===== src/sv/raster_to_block_reorder_assert.svh =====
// Assertion macros shared by the reorder block.
`ifndef RASTER_TO_BLOCK_REORDER_ASSERT_SVH
`define RASTER_TO_BLOCK_REORDER_ASSERT_SVH

// Same-cycle implication.
`define RTB_ASSERT_NOW(label, clk, rst, ante, cons) \
  label: assert property (@(posedge clk) disable iff (rst) (ante) |-> (cons)) \
    else $error("reorder check failed");

// Next-cycle implication.
`define RTB_ASSERT_NEXT(label, clk, rst, ante, cons) \
  label: assert property (@(posedge clk) disable iff (rst) (ante) |=> (cons)) \
    else $error("reorder check failed");

`endif


===== src/sv/rtb_pkg.sv =====
package rtb_pkg;

  localparam int MAX_WIDTH  = 1024;
  localparam int MAX_BLOCK  = 8;
  localparam int PIXEL_BITS = 8;

  localparam int COL_BITS   = $clog2(MAX_WIDTH);
  localparam int SROW_BITS  = $clog2(MAX_BLOCK);
  localparam int ADDR_BITS  = SROW_BITS + COL_BITS;
  localparam int STRIP_DEPTH = MAX_WIDTH * MAX_BLOCK;

  localparam int IW_BITS    = 11;
  localparam int IH_BITS    = 16;
  localparam int BS_BITS    = 4;
  localparam int CFG_IDX_BITS  = 8;
  localparam int CFG_DATA_BITS = 16;

  localparam logic [CFG_IDX_BITS-1:0] CFG_IMAGE_WIDTH  = CFG_IDX_BITS'(0);
  localparam logic [CFG_IDX_BITS-1:0] CFG_IMAGE_HEIGHT = CFG_IDX_BITS'(1);
  localparam logic [CFG_IDX_BITS-1:0] CFG_BLOCK_WIDTH  = CFG_IDX_BITS'(2);
  localparam logic [CFG_IDX_BITS-1:0] CFG_BLOCK_HEIGHT = CFG_IDX_BITS'(3);

  typedef enum logic {
    ST_IDLE,
    ST_EMIT
  } state_t;

  typedef struct packed {
    logic busy;
    logic size_err;
  } chk_status_t;

  typedef struct packed {
    logic                  en;
    logic [ADDR_BITS-1:0]  addr;
    logic [PIXEL_BITS-1:0] data;
  } strip_wr_t;

  // Zero acts as one, anything above the maximum acts as the maximum.
  function automatic logic [BS_BITS-1:0] adjust_block(input logic [BS_BITS-1:0] b);
    logic [BS_BITS-1:0] r;
    if (b == '0) begin
      r = BS_BITS'(1);
    end else if (b > BS_BITS'(MAX_BLOCK)) begin
      r = BS_BITS'(MAX_BLOCK);
    end else begin
      r = b;
    end
    return r;
  endfunction

endpackage


===== src/sv/rtb_size_check.sv =====
module rtb_size_check
  import rtb_pkg::*;
(
  input  logic               clk,
  input  logic               rst,
  input  logic               start,
  input  logic [IW_BITS-1:0] image_width,
  input  logic [IH_BITS-1:0] image_height,
  input  logic [BS_BITS-1:0] bw,
  input  logic [BS_BITS-1:0] bh,
  output chk_status_t        status
);

  localparam int CNT_BITS = $clog2(IH_BITS);

  logic                  busy;
  logic                  size_err;
  logic [CNT_BITS-1:0]   cnt;
  logic [SROW_BITS-1:0]  rem_w;
  logic [SROW_BITS-1:0]  rem_h;
  logic [SROW_BITS-1:0]  rem_w_next;
  logic [SROW_BITS-1:0]  rem_h_next;
  logic [IH_BITS-1:0]    w_ext;
  logic [BS_BITS-1:0]    tw;
  logic [BS_BITS-1:0]    th;
  logic                  err_final;

  // Restoring remainder, one dividend bit per cycle, MSB first.
  always_comb begin
    w_ext = IH_BITS'(image_width);
    tw    = {rem_w, w_ext[cnt]};
    th    = {rem_h, image_height[cnt]};
    rem_w_next = (tw >= bw) ? SROW_BITS'(tw - bw) : SROW_BITS'(tw);
    rem_h_next = (th >= bh) ? SROW_BITS'(th - bh) : SROW_BITS'(th);
    err_final  = (image_width == '0) || (image_width > IW_BITS'(MAX_WIDTH)) ||
                 (image_height == '0) || (rem_w_next != '0) || (rem_h_next != '0);
  end

  always_ff @(posedge clk) begin
    if (rst || start) begin
      busy     <= 1'b1;
      cnt      <= CNT_BITS'(IH_BITS - 1);
      rem_w    <= '0;
      rem_h    <= '0;
      size_err <= 1'b0;
    end else if (busy) begin
      rem_w <= rem_w_next;
      rem_h <= rem_h_next;
      cnt   <= cnt - CNT_BITS'(1);
      if (cnt == '0) begin
        busy     <= 1'b0;
        size_err <= err_final;
      end
    end
  end

  assign status.busy     = busy;
  assign status.size_err = size_err;

endmodule


===== config.mk =====
export PLATFORM = sky130hd
export DESIGN_NAME = rtb_size_check
export DESIGN_NICKNAME = d
export VERILOG_FILES = /design/src/sv/raster_to_block_reorder_assert.svh /design/src/sv/rtb_pkg.sv /design/src/sv/rtb_size_check.sv
export SDC_FILE = /design/constraint.sdc
export NUM_CORES = 1
export LEC_CHECK = 0
export BUFFER_PORTS_ARGS = -buffer_cell sky130_fd_sc_hd__buf_2
export CORE_MARGIN = 3
export CORE_UTILIZATION = 40
export CTS_CLUSTER_SIZE = 40
export DETAILED_ROUTE_END_ITERATION = 16
export PLACE_DENSITY = 0.68
export SETUP_SLACK_MARGIN = 0.15
export SYNTH_ARGS = -nofsm -noshare
export SYNTH_HDL_FRONTEND = slang
export SYNTH_SLANG_ARGS = --single-unit

===== constraint.sdc =====
create_clock -name clk -period 3.38 [get_ports clk]
set_input_delay 0.845 -clock clk [delete_from_list [all_inputs] [get_ports clk]]
set_output_delay 0.845 -clock clk [all_outputs]
set_load 0.005 [all_outputs]

==> metrics.md, run 1 <==
| Metric | Value |
|---|---|
| Status | `finished, final reports clean` |
| Routed wire length | `3.07 mm` |
| Syn Area/Cell | `9.06 um^2` |
| Clock edge transition at the registers on the reported setup and hold paths | `0.08 ns` |
| Syn Nets | `181` |
| Hold_ws | `0.522 ns` |
| FILL cells | `261` |
| Critical path class | `in2reg` |
| Final instance area | `0.00154 mm^2` |
| Setup WS post-layout | `0.258 ns` |
| Synth warnings | `0` |
| Number of synthesized flops with an enable pin | `0` |
| CTS buffer count | `3` |
| Clk_skew | `0.000861 ns` |
| Pin count of the biggest net entering global routing | `14` |
| Pwr/cell area | `252 mW/mm^2` |
| Critical Path Start Type | `primary input` |
| Via-to-Cell Ratio | `5.67` |
| N_diodes | `0` |
| Post-DP HPWL | `2.52 mm` |
| Max Root-Sink Buffers | `2` |
| Hold WC Path Type | `reg2reg` |
| Area leader, netlist | `dfxtp_1` |
| Clk_lat worst skew | `0.27 ns` |
| Boundary pin count | `40` |
| CTS H-tree depth | `1` |
| Area of the multi-input gates | `903 um^2` |
| Worst VDD drop | `190 uV` |
| Pre-CTS WS | `-0.0573 ns` |
| Synth Flop Type | `dfxtp_1` |
| Pleak | `0.000748 uW` |
| Seq/Total Area, Yosys | `0.201` |
| Total track usage | `0.170` |
| Synth Cell Area | `0.00120 mm^2` |
| Crit path arrival time | `3.34 ns` |
| Reg area | `241 um^2` |
| Commonest non-fill, non-tap cells in the layout | `buf_2, inv_1, dfxtp_1` |
| WL/cell | `14.9 um` |
| Final net count | `225` |
| Via total after detailed routing | `1169` |
| Yosys reg bits | `12` |
| Maximum fanout along the worst path | `4` |
| DR pass1 iterations | `4` |
| CTS tree | `built` |
| Total of max-cap violations | `0` |
| Initial Util | `0.426` |
| Area delta synth->final | `28.9%` |
| Remaining DRCs | `0` |
| Final ANT Viol Nets | `0` |
| Yosys top cell area share | `0.201` |
| Share of cells above drive strength 1 | `0.383` |
| CTS sink count | `12` |
| Post-Syn Instances | `132` |
| Slew HR | `0.671` |
| Die Span X | `60.7 um` |
| Fmax | `0.320 GHz` |
| Overflow after GRT | `0` |
| Final hold violations | `0` |
| DR iter-0 viols | `33` |
| Die ar. | `0.00368 mm^2` |
| Final Cycle Share | `0.924` |
| Setup Viol. Count Final | `0` |
| Synth area leaders | `dfxtp_1, mux4_2, ha_1, mux2i_1, nor4_1` |
| Vias in the first global route | `1124` |
| Die height | `60.7 um` |
| Port Buffer Count | `39` |
| Ys async rst share | `0` |
| Slew @ Worst Pin | `0.492 ns` |
| Layout Utilization | `0.550` |
| Core area | `0.00281 mm^2` |
| Routability congestion estimate | `0.818` |
| Max Slew Vio Count | `0` |
| Most common cell after layout, fill and taps aside | `buf_2` |
| DP Area | `0.00143 mm^2` |
| Crit. End Element | `flip-flop` |
| Root buf cell | `clkbuf_4` |
| First-pass GRT wire length | `4.82 mm` |
| RSZ-0062 raised after global routing | `yes` |
| Row cnt | `19` |
| Shortest period the worst path allows | `3.12 ns` |
| Antenna violations before repair | `0` |
| CP required | `3.60 ns` |
| Hold-fix buffers, CTS | `0` |
| Synth unique cells | `41` |
[worst max-delay path, cell delays in order]
cell and delay (ns):
buf_6 0.09, mux4_2 0.45, o211a_1 0.26, nor4_4 0.30, ha_2 0.25, fa_2 0.21, buf_4 0.12, a21oi_1 0.10
or2_1 0.26, a211oi_1 0.28, a32o_1 0.16
[registers in the layout (all words and copies together) (netlist names)]
name,cells
cnt,4
rem_h,3
rem_w,3
busy,1
size_err,1
[area by class of cell]
cell class,count,area share
Clock buffer,4,0.0235
Inverter,13,0.0317
Tap cell,31,0.0252
Timing Repair Buffer,46,0.177
Multi-Input combinational cell,100,0.586
Sequential cell,12,0.157
[path summary, 6_finish.rpt]
kind,from,to,slack [ns],depth (start not counted)
hold / removal,rem_w[1],rem_w[1],0.52,2
hold reg to reg,rem_w[1],rem_w[1],0.52,2
setup / recovery,image_width[7],rem_w[0],0.26,11
setup reg to reg,cnt[1],rem_w[0],0.34,10
[through the flow]
stage                     power (uW)  instances  setup TNS [ns]
final                            388        206               0
after floorplan                  222        132               0
after global routing             413        206               0
after detailed placement         269        199         -0.0573
after global placement           263        199               0
after CTS                        382        203               0
[cell usage after synthesis (all sizes together) (6+ instances only)]
| library cell | n |
|---|---|
| buf | 6 |
| nand2 | 7 |
| o21ai | 8 |
| dfxtp | 12 |
| ha | 9 |
| mux4 | 7 |
| mux2i | 7 |
| nor4 | 10 |
| a21oi | 8 |
| inv | 13 |
| nor2 | 9 |
[report_power, final]
| part | switching, uW | total, uW | internal (uW) |
|---|---|---|---|
| Combinational | 56.1 | 124 | 68.1 |
| Sequential | 5.81 | 151 | 145 |
| Clock | 47.6 | 113 | 65.4 |
[metal layers]
metal	global-route usage	wire [um]	vias to the layer above
li1	-	-	586
met1	0.210	1270	562
met2	0.302	1680	19
met3	0.0489	106	2
met4	0.0186	8	0
met5	0	0	-
[what timing repair did]
item                       4_1_cts  5_1_grt
buffers inserted                 0        3
setup endpoints to repair        0        5
gates resized for setup          0       10
[kinds of logic (layout without fill, tap and decap cells)]
group                      count (synthesis)  after routing  share of synthesized area
xor gates and xnor gates                   4              4                     0.0293
buffers and inverters                     20             63                     0.0784
DFF                                       12             12                      0.201
AOI/OAI and AO/OA                         33             33                      0.185
adders and majority gates                 11             11                      0.128
muxes                                     14             14                      0.194
and+or+nand+nor                           38             38                      0.185
No activity file was read; power rests on OpenSTA's default activity.
==> inputs of run 2 (changes only) <==
--- a/config.mk
+++ b/config.mk
@@ -5,12 +5,13 @@
 export SDC_FILE = /design/constraint.sdc
 export NUM_CORES = 1
 export LEC_CHECK = 0
+export ABC_CLOCK_PERIOD_IN_PS = 3900
 export BUFFER_PORTS_ARGS = -buffer_cell sky130_fd_sc_hd__buf_2
 export CORE_MARGIN = 3
 export CORE_UTILIZATION = 40
 export CTS_CLUSTER_SIZE = 40
 export DETAILED_ROUTE_END_ITERATION = 16
-export PLACE_DENSITY = 0.68
+export PLACE_DENSITY = 0.66
 export SETUP_SLACK_MARGIN = 0.15
 export SYNTH_ARGS = -nofsm -noshare
 export SYNTH_HDL_FRONTEND = slang
==> constraint.sdc (replaced) <==
create_clock -name clk -period 3.9 [get_ports clk]
set_input_delay 0.975 -clock clk [delete_from_list [all_inputs] [get_ports clk]]
set_output_delay 0.975 -clock clk [all_outputs]
set_load 0.005 [all_outputs]
==> run 2 against run 1 <==
Non-clock buffer count is 5 lower. Worst setup slack improved by 0.27 ns. Clock-buffer cell count stayed put. Clock power shrank 12%. Critical path depth decreased by 1. Register-to-register slack better by 0.19 ns. Final area shrank 6.8%. Die area stayed put. First-iteration DRC count is 24% higher. Worst hold slack worse by 0.0047 ns. Largest cell class unchanged. Sequential share of layout area increased by 1.1 points.
==> metrics.md, run 2 (synthesis gave the netlist of run 1 again) <==
| Metric | Value |
|---|---|
| Number of flip-flops in the largest register | `4 (unchanged)` |
| Commonest non-fill, non-tap cells in the layout | `buf_2, inv_1, dfxtp_1 (unchanged)` |
| Pleak | `0.000717 uW (was 0.000748 uW)` |
| Crit path arrival time | `3.53 ns (was 3.34 ns)` |
| Hold WC Path Type | `reg2reg (unchanged)` |
| Via-to-Cell Ratio | `5.57 (was 5.67)` |
| Critical path startpoint | `cnt[1] (was image_width[7])` |
| Final net count | `220 (was 225)` |
| Final hold violations | `0 (unchanged)` |
| Share of cells above drive strength 1 | `0.329 (was 0.383)` |
| Delay-heaviest family, CP | `multiplexers (was compound AO/OA/AOI/OAI gates)` |
| Largest Register | `cnt (unchanged)` |
| Total of max-cap violations | `0 (unchanged)` |
| CP Buf/Inv Count | `1 (was 2)` |
| DR iter-0 viols | `41 (was 33)` |
| Final setup TNS | `0 ns (unchanged)` |
| Final Cycle Share | `0.863` |
| Max Root-Sink Buffers | `2 (unchanged)` |
| Most common cell after layout, fill and taps aside | `buf_2 (unchanged)` |
| Fmax | `0.297 GHz` |
| Row cnt | `19 (unchanged)` |
| CTS sink count | `12 (unchanged)` |
| CTS buffer count | `3 (unchanged)` |
| WL/cell | `14.2 um (was 14.9 um)` |
| Shortest period the worst path allows | `3.37 ns` |
| Remaining DRCs | `0 (unchanged)` |
| Maximum fanout along the worst path | `14 (was 4)` |
| Final ANT Viol Nets | `0 (unchanged)` |
| Crit. End Element | `flip-flop (unchanged)` |
| Setup WS post-layout | `0.533 ns (was 0.258 ns)` |
| CTS H-tree depth | `1 (unchanged)` |
| First-pass GRT wire length | `4.55 mm (was 4.82 mm)` |
| Crit-path slowest cell | `dfxtp_1 (was mux4_2)` |
| Top flop regs | `cnt: 4 flops, rem_h: 3 flops, rem_w: 3 flops (unchanged)` |
| Setup Viol. Count Final | `0 (unchanged)` |
| RSZ-0062 raised after global routing | `no (was yes)` |
| Slew @ Worst Pin | `0.632 ns (was 0.492 ns)` |
| Initial Util | `0.426 (unchanged)` |
| Clk_lat worst skew | `0.28 ns (was 0.27 ns)` |
| Die ar. | `0.00368 mm^2 (unchanged)` |
| Stages on worst setup path | `10 (was 11)` |
| Clock edge transition at the registers on the reported setup and hold paths | `0.08 ns (about the same)` |
| Root buf cell | `clkbuf_4 (unchanged)` |
| Clk_skew | `0.00875 ns (was 0.000861 ns)` |
| Worst Setup EP | `size_err (was rem_w[0])` |
| Worst VDD drop | `183 uV (was 190 uV)` |
| Setup slack, reg-to-reg | `0.53 ns (was 0.34 ns)` |
| CTS tree | `built (unchanged)` |
| Antenna violations before repair | `0 (unchanged)` |
| Overflow after GRT | `0 (unchanged)` |
| Core area | `0.00281 mm^2 (unchanged)` |
| Crit-path cells | `mux4_2, mux4_2, inv_1, ha_1, fa_1, a21bo_1, a31oi_1, mux2i_1, nor4_1, a31oi_1 (was buf_6, mux4_2, o211a_1, nor4_4, ha_2, fa_2, buf_4, a21oi_1, or2_1, a211oi_1, a32o_1)` |
| Routed wire length | `2.86 mm (was 3.07 mm)` |
| N_diodes | `0 (unchanged)` |
| Hold-fix buffers, CTS | `0 (unchanged)` |
| Pre-CTS WS | `0.254 ns (was -0.0573 ns)` |
| Area delta synth->final | `20.1% (was 28.9%)` |
| Slew HR | `0.578 (was 0.671)` |
| DR pass1 iterations | `4 (unchanged)` |
| Routability congestion estimate | `0.875 (was 0.818)` |
| Status | `finished, final reports clean (unchanged)` |
| Critical Path Start Type | `flip-flop (was primary input)` |
| Worst R2R End | `size_err (was rem_w[0])` |
| FF-to-FF Start | `cnt[1] (unchanged)` |
| CP peak stage delay | `0.73 ns (was 0.45 ns)` |
| Die height | `60.7 um (unchanged)` |
| Pin count of the biggest net entering global routing | `15 (was 14)` |
| CP required | `4.07 ns (was 3.60 ns)` |
| Reg2Reg Depth | `10 (unchanged)` |
| Hold Crit Start | `rem_h[2] (was rem_w[1])` |
| Die Span X | `60.7 um (unchanged)` |
| Critical path class | `reg2reg (was in2reg)` |
| Post-DP HPWL | `2.42 mm (was 2.52 mm)` |
| Total track usage | `0.162 (was 0.170)` |
| Vias in the first global route | `1049 (was 1124)` |
| Post-CTS Setup Inserts | `0 (unchanged)` |
| Boundary pin count | `40 (unchanged)` |
| Via total after detailed routing | `1119 (was 1169)` |
| Max Slew Vio Count | `0 (unchanged)` |
| FILL cells | `285 (was 261)` |
| Pwr/cell area | `225 mW/mm^2 (was 252 mW/mm^2)` |
| Count of cells resized by post-cts repair | `0 (unchanged)` |
| Port Buffer Count | `39 (unchanged)` |
## run 2: cell count changes in the layout (fill, tap and decap cells not counted), moves of 2 or more
cell and delta:
fa_2 -2, buf_6 -4, fa_1 +2, buf_2 +4, buf_4 -5
## run 2: worst min-delay path by stage
stage,endpoint,depth (start not counted)
floorplan,rem_h[2],2
detailed placement,rem_h[2],2
CTS,rem_h[2],2
global route,rem_w[2],2
finish,rem_h[2],2
global placement,rem_h[2],2
## run 2: final cells by class
type | count | area (um^2) | share of cell area
repair buffers | 41 | 210 | 0.146
inverters | 13 | 48.8 | 0.0340
multi-input cells | 100 | 862 | 0.600
clock buffers | 4 | 36.3 | 0.0253
well taps | 31 | 38.8 | 0.0270
flip-flops and latches | 12 | 240 | 0.167
## run 2: worst register-to-register path, cell delays in order, from the launching register on
cell and delay, ns:
dfxtp_1 0.73, mux4_2 0.58, mux4_2 0.49, inv_1 0.07
ha_1 0.15, fa_1 0.23, a21bo_1 0.21, a31oi_1 0.24
mux2i_1 0.14, nor4_1 0.29, a31oi_1 0.11
## run 2: where the power goes
part	internal, uW	switching [uW]
Sequential	126	5.33
Combinational	49.4	42.6
Clock	56.8	43.2
Total	232	91.1
## run 2: metrics by stage
step	hold slack [ns]	util	area, um^2	std cells	total power, uW
2_1_floorplan	0.465	-	1200	132	189
3_5_place_dp	0.497	0.499	1400	197	226
4_1_cts	0.519	0.512	1440	201	323
5_1_grt	0.560	0.512	1440	201	341
3_3_place_gp	0.488	0.499	1400	197	222
6_report	0.517	0.512	1440	201	323
## run 2: metal layers
metal | GRT usage | wire (um)
met5 | 0 | 0
met4 | 0.0186 | 0
met3 | 0.0468 | 112
met2 | 0.285 | 1550
met1 | 0.203 | 1200
==> inputs of run 3 (changes only) <==
--- a/config.mk
+++ b/config.mk
@@ -5,13 +5,14 @@
 export SDC_FILE = /design/constraint.sdc
 export NUM_CORES = 1
 export LEC_CHECK = 0
-export ABC_CLOCK_PERIOD_IN_PS = 3900
+export ABC_CLOCK_PERIOD_IN_PS = 2930
 export BUFFER_PORTS_ARGS = -buffer_cell sky130_fd_sc_hd__buf_2
 export CORE_MARGIN = 3
 export CORE_UTILIZATION = 40
+export CTS_BUF_LIST = sky130_fd_sc_hd__clkbuf_16
 export CTS_CLUSTER_SIZE = 40
 export DETAILED_ROUTE_END_ITERATION = 16
-export PLACE_DENSITY = 0.66
+export PLACE_DENSITY = 0.68
 export SETUP_SLACK_MARGIN = 0.15
 export SYNTH_ARGS = -nofsm -noshare
 export SYNTH_HDL_FRONTEND = slang
==> constraint.sdc (replaced) <==
create_clock -name clk -period 2.93 [get_ports clk]
set_input_delay 0.7325 -clock clk [delete_from_list [all_inputs] [get_ports clk]]
set_output_delay 0.7325 -clock clk [all_outputs]
set_load 0.005 [all_outputs]
==> run 3 against run 2 <==
The run now ends with negative setup slack left. Combinational power grew 83%. Utilization grew 10 points. Critical endpoint unchanged. Clock-buffer cell count fell by 1. Die area is the same. Final cell count grew 7.0%. Worst setup slack worse by 0.57 ns.
==> metrics.md, run 3 (synthesis gave the netlist of run 1 again) <==
| Metric | Value |
|---|---|
| Status | `complete, but fails checks (was finished, final reports clean)` |
| Violated checks | `negative setup slack` |
| Die Span X | `60.7 um (unchanged)` |
| Port Buffer Count | `39 (unchanged)` |
| FILL cells | `241 (was 285)` |
| Crit. End Element | `flip-flop (unchanged)` |
| Commonest non-fill, non-tap cells in the layout | `buf_2, buf_4, inv_1 (was buf_2, inv_1, dfxtp_1)` |
| Met2 Usage GRT | `0.356 (was 0.285)` |
| Die height | `60.7 um (unchanged)` |
| Maximum fanout along the worst path | `3 (was 14)` |
| Critical path startpoint | `image_height[12] (was cnt[1])` |
| DR pass1 iterations | `4 (unchanged)` |
| Share of cells above drive strength 1 | `0.457 (was 0.329)` |
| Remaining DRCs | `0 (unchanged)` |
| Shortest period the worst path allows | `2.97 ns` |
| Most common cell after layout, fill and taps aside | `buf_2 (unchanged)` |
| Most Crowded Layer GR | `met2 (unchanged)` |
| Fmax | `0.337 GHz` |
| Root buf cell | `clkbuf_16 (was clkbuf_4)` |
| Row cnt | `19 (unchanged)` |
| Routed wire length | `3.29 mm (was 2.86 mm)` |
| Final net count | `235 (was 220)` |
| Slew HR | `0.656 (was 0.578)` |
| FF-to-FF Start | `cnt[1] (unchanged)` |
| Initial Util | `0.426 (unchanged)` |
| Top flop regs | `cnt: 4 flops, rem_h: 3 flops, rem_w: 3 flops (unchanged)` |
| Reg2Reg Depth | `10 (unchanged)` |
| Hold Crit Start | `rem_h[2] (unchanged)` |
| Total track usage | `0.185 (was 0.162)` |
| Crit path arrival time | `3.13 ns (was 3.53 ns)` |
| Critical path class | `in2reg (was reg2reg)` |
| Via-to-Cell Ratio | `5.56 (was 5.57)` |
| First-pass GRT wire length | `5.17 mm (was 4.55 mm)` |
| Pin count of the biggest net entering global routing | `14 (was 15)` |
| Max Slew Vio Count | `0 (unchanged)` |
| N_diodes | `0 (unchanged)` |
| Clk_skew | `0.00115 ns (was 0.00875 ns)` |
| Grt met3 use | `0.0447 (was 0.0468)` |
| Setup slack, reg-to-reg | `0.06 ns (was 0.53 ns)` |
| Worst VDD drop | `421 uV (was 183 uV)` |
| Clk_lat worst skew | `0.24 ns (was 0.28 ns)` |
| Core area | `0.00281 mm^2 (unchanged)` |
| Overflow after GRT | `0 (unchanged)` |
| Post-DP HPWL | `2.55 mm (was 2.42 mm)` |
| Area of the multi-input gates | `943 um^2 (was 862 um^2)` |
| Pre-CTS WS | `-0.315 ns (was 0.254 ns)` |
| DR iter-0 viols | `58 (was 41)` |
| Largest Register | `cnt (unchanged)` |
| Layout Utilization | `0.613 (was 0.512)` |
| Vias in the first global route | `1191 (was 1049)` |
| Clock edge transition at the registers on the reported setup and hold paths | `0.04 ns (was 0.08 ns)` |
| Worst R2R End | `size_err (unchanged)` |
| Routability congestion estimate | `0.805 (was 0.875)` |
| Reg area | `241 um^2 (was 240 um^2)` |
| CTS H-tree depth | `1 (unchanged)` |
| Total of max-cap violations | `0 (unchanged)` |
| Setup Viol. Count Final | `2 (was 0)` |
| CTS buffer count | `3 (unchanged)` |
| Setup WS post-layout | `-0.0364 ns (was 0.533 ns)` |
| Pleak | `0.000815 uW (was 0.000717 uW)` |
| Hold endpoint | `rem_h[2] (unchanged)` |
| Worst hold stages | `2 (unchanged)` |
| Hold_ws | `0.496 ns (was 0.517 ns)` |
| CTS tree | `built (unchanged)` |
| Pwr/cell area | `339 mW/mm^2 (was 225 mW/mm^2)` |
| WL/cell | `15.3 um (was 14.2 um)` |
| Final instance area | `0.00172 mm^2 (was 0.00144 mm^2)` |
| DP Area | `0.00152 mm^2 (was 0.00140 mm^2)` |
| Antenna violations before repair | `0 (unchanged)` |
| Met1 Use GR | `0.212 (was 0.203)` |
| Max Root-Sink Buffers | `2 (unchanged)` |
| CP required | `3.09 ns (was 4.07 ns)` |
| Hold WC Path Type | `reg2reg (unchanged)` |
| Die ar. | `0.00368 mm^2 (unchanged)` |
| Final Cycle Share | `1.01` |
| Number of flip-flops in the largest register | `4 (unchanged)` |
| Critical Path Start Type | `primary input (was flip-flop)` |
| Area delta synth->final | `43.8% (was 20.1%)` |
| Via total after detailed routing | `1196 (was 1119)` |
| Boundary pin count | `40 (unchanged)` |
| RSZ-0062 raised after global routing | `yes (was no)` |
| CTS sink count | `12 (unchanged)` |
| Hold-fix buffers, CTS | `0 (unchanged)` |
| Slew @ Worst Pin | `0.514 ns (was 0.632 ns)` |
| Final hold violations | `0 (unchanged)` |
| Final ANT Viol Nets | `0 (unchanged)` |
[run 3: changes by cell type in the layout (fill, tap and decap cells not counted), sizes merged]
| cell | previous run | this run |
|---|---|---|
| buf | 41 | 56 |
| clkbuf | 4 | 3 |
[run 3: how the worst max path moves through the flow]
stage | end | slack (ns) | cells past startpoint
2_1_floorplan | size_err | -0.04 | 10
3_3_place_gp | size_err | -0.19 | 11
3_5_place_dp | size_err | -0.32 | 11
4_1_cts | size_err | -0.02 | 11
5_1_grt | size_err | -0.12 | 11
6_report | size_err | -0.04 | 11
[run 3: critical path, cell delays in order]
cell and delay [ns]:
buf_2 0.10, mux4_2 0.46, mux4_2 0.50, inv_2 0.08, ha_4 0.12, fa_2 0.19
a21bo_1 0.22, a31oi_4 0.18, mux2i_2 0.29, nor4_2 0.07, a31oi_1 0.16
[run 3: routing by layer]
layer,wire [um],part of all wire,up-vias
li1,-,-,598
met1,1300,0.40,578
met2,1880,0.57,18
met3,95,0.029,2
met4,9,0.0027,0
met5,0,0,-
[run 3: final cells by class]
class                   instances  area share
multi-input cells             100       0.548
inverters                      13      0.0284
well taps                      31      0.0225
clock buffers                   3      0.0436
repair buffers                 56       0.217
flip-flops and latches         12       0.140
[run 3: through the flow]
step           setup TNS [ns]  instances  power [uW]
5_1_grt                -0.252        215         614
3_5_place_dp            -1.18        209         322
6_report              -0.0559        215         584
3_3_place_gp           -0.650        209         315
2_1_floorplan         -0.0508        132         259
4_1_cts               -0.0186        214         580
[run 3: where the power goes]
part	total, uW	switching, uW	internal [uW]
clock	242	64.4	177
combinational	168	71.6	96.2
sequential	175	6.01	169
total	584	142	442
[run 3: what timing repair did]
item,in CTS,in global routing
pin swaps,1,4
endpoints found under the setup margin,6,7
buffers inserted,2,1
cloned,0,0
gates resized for setup,13,8
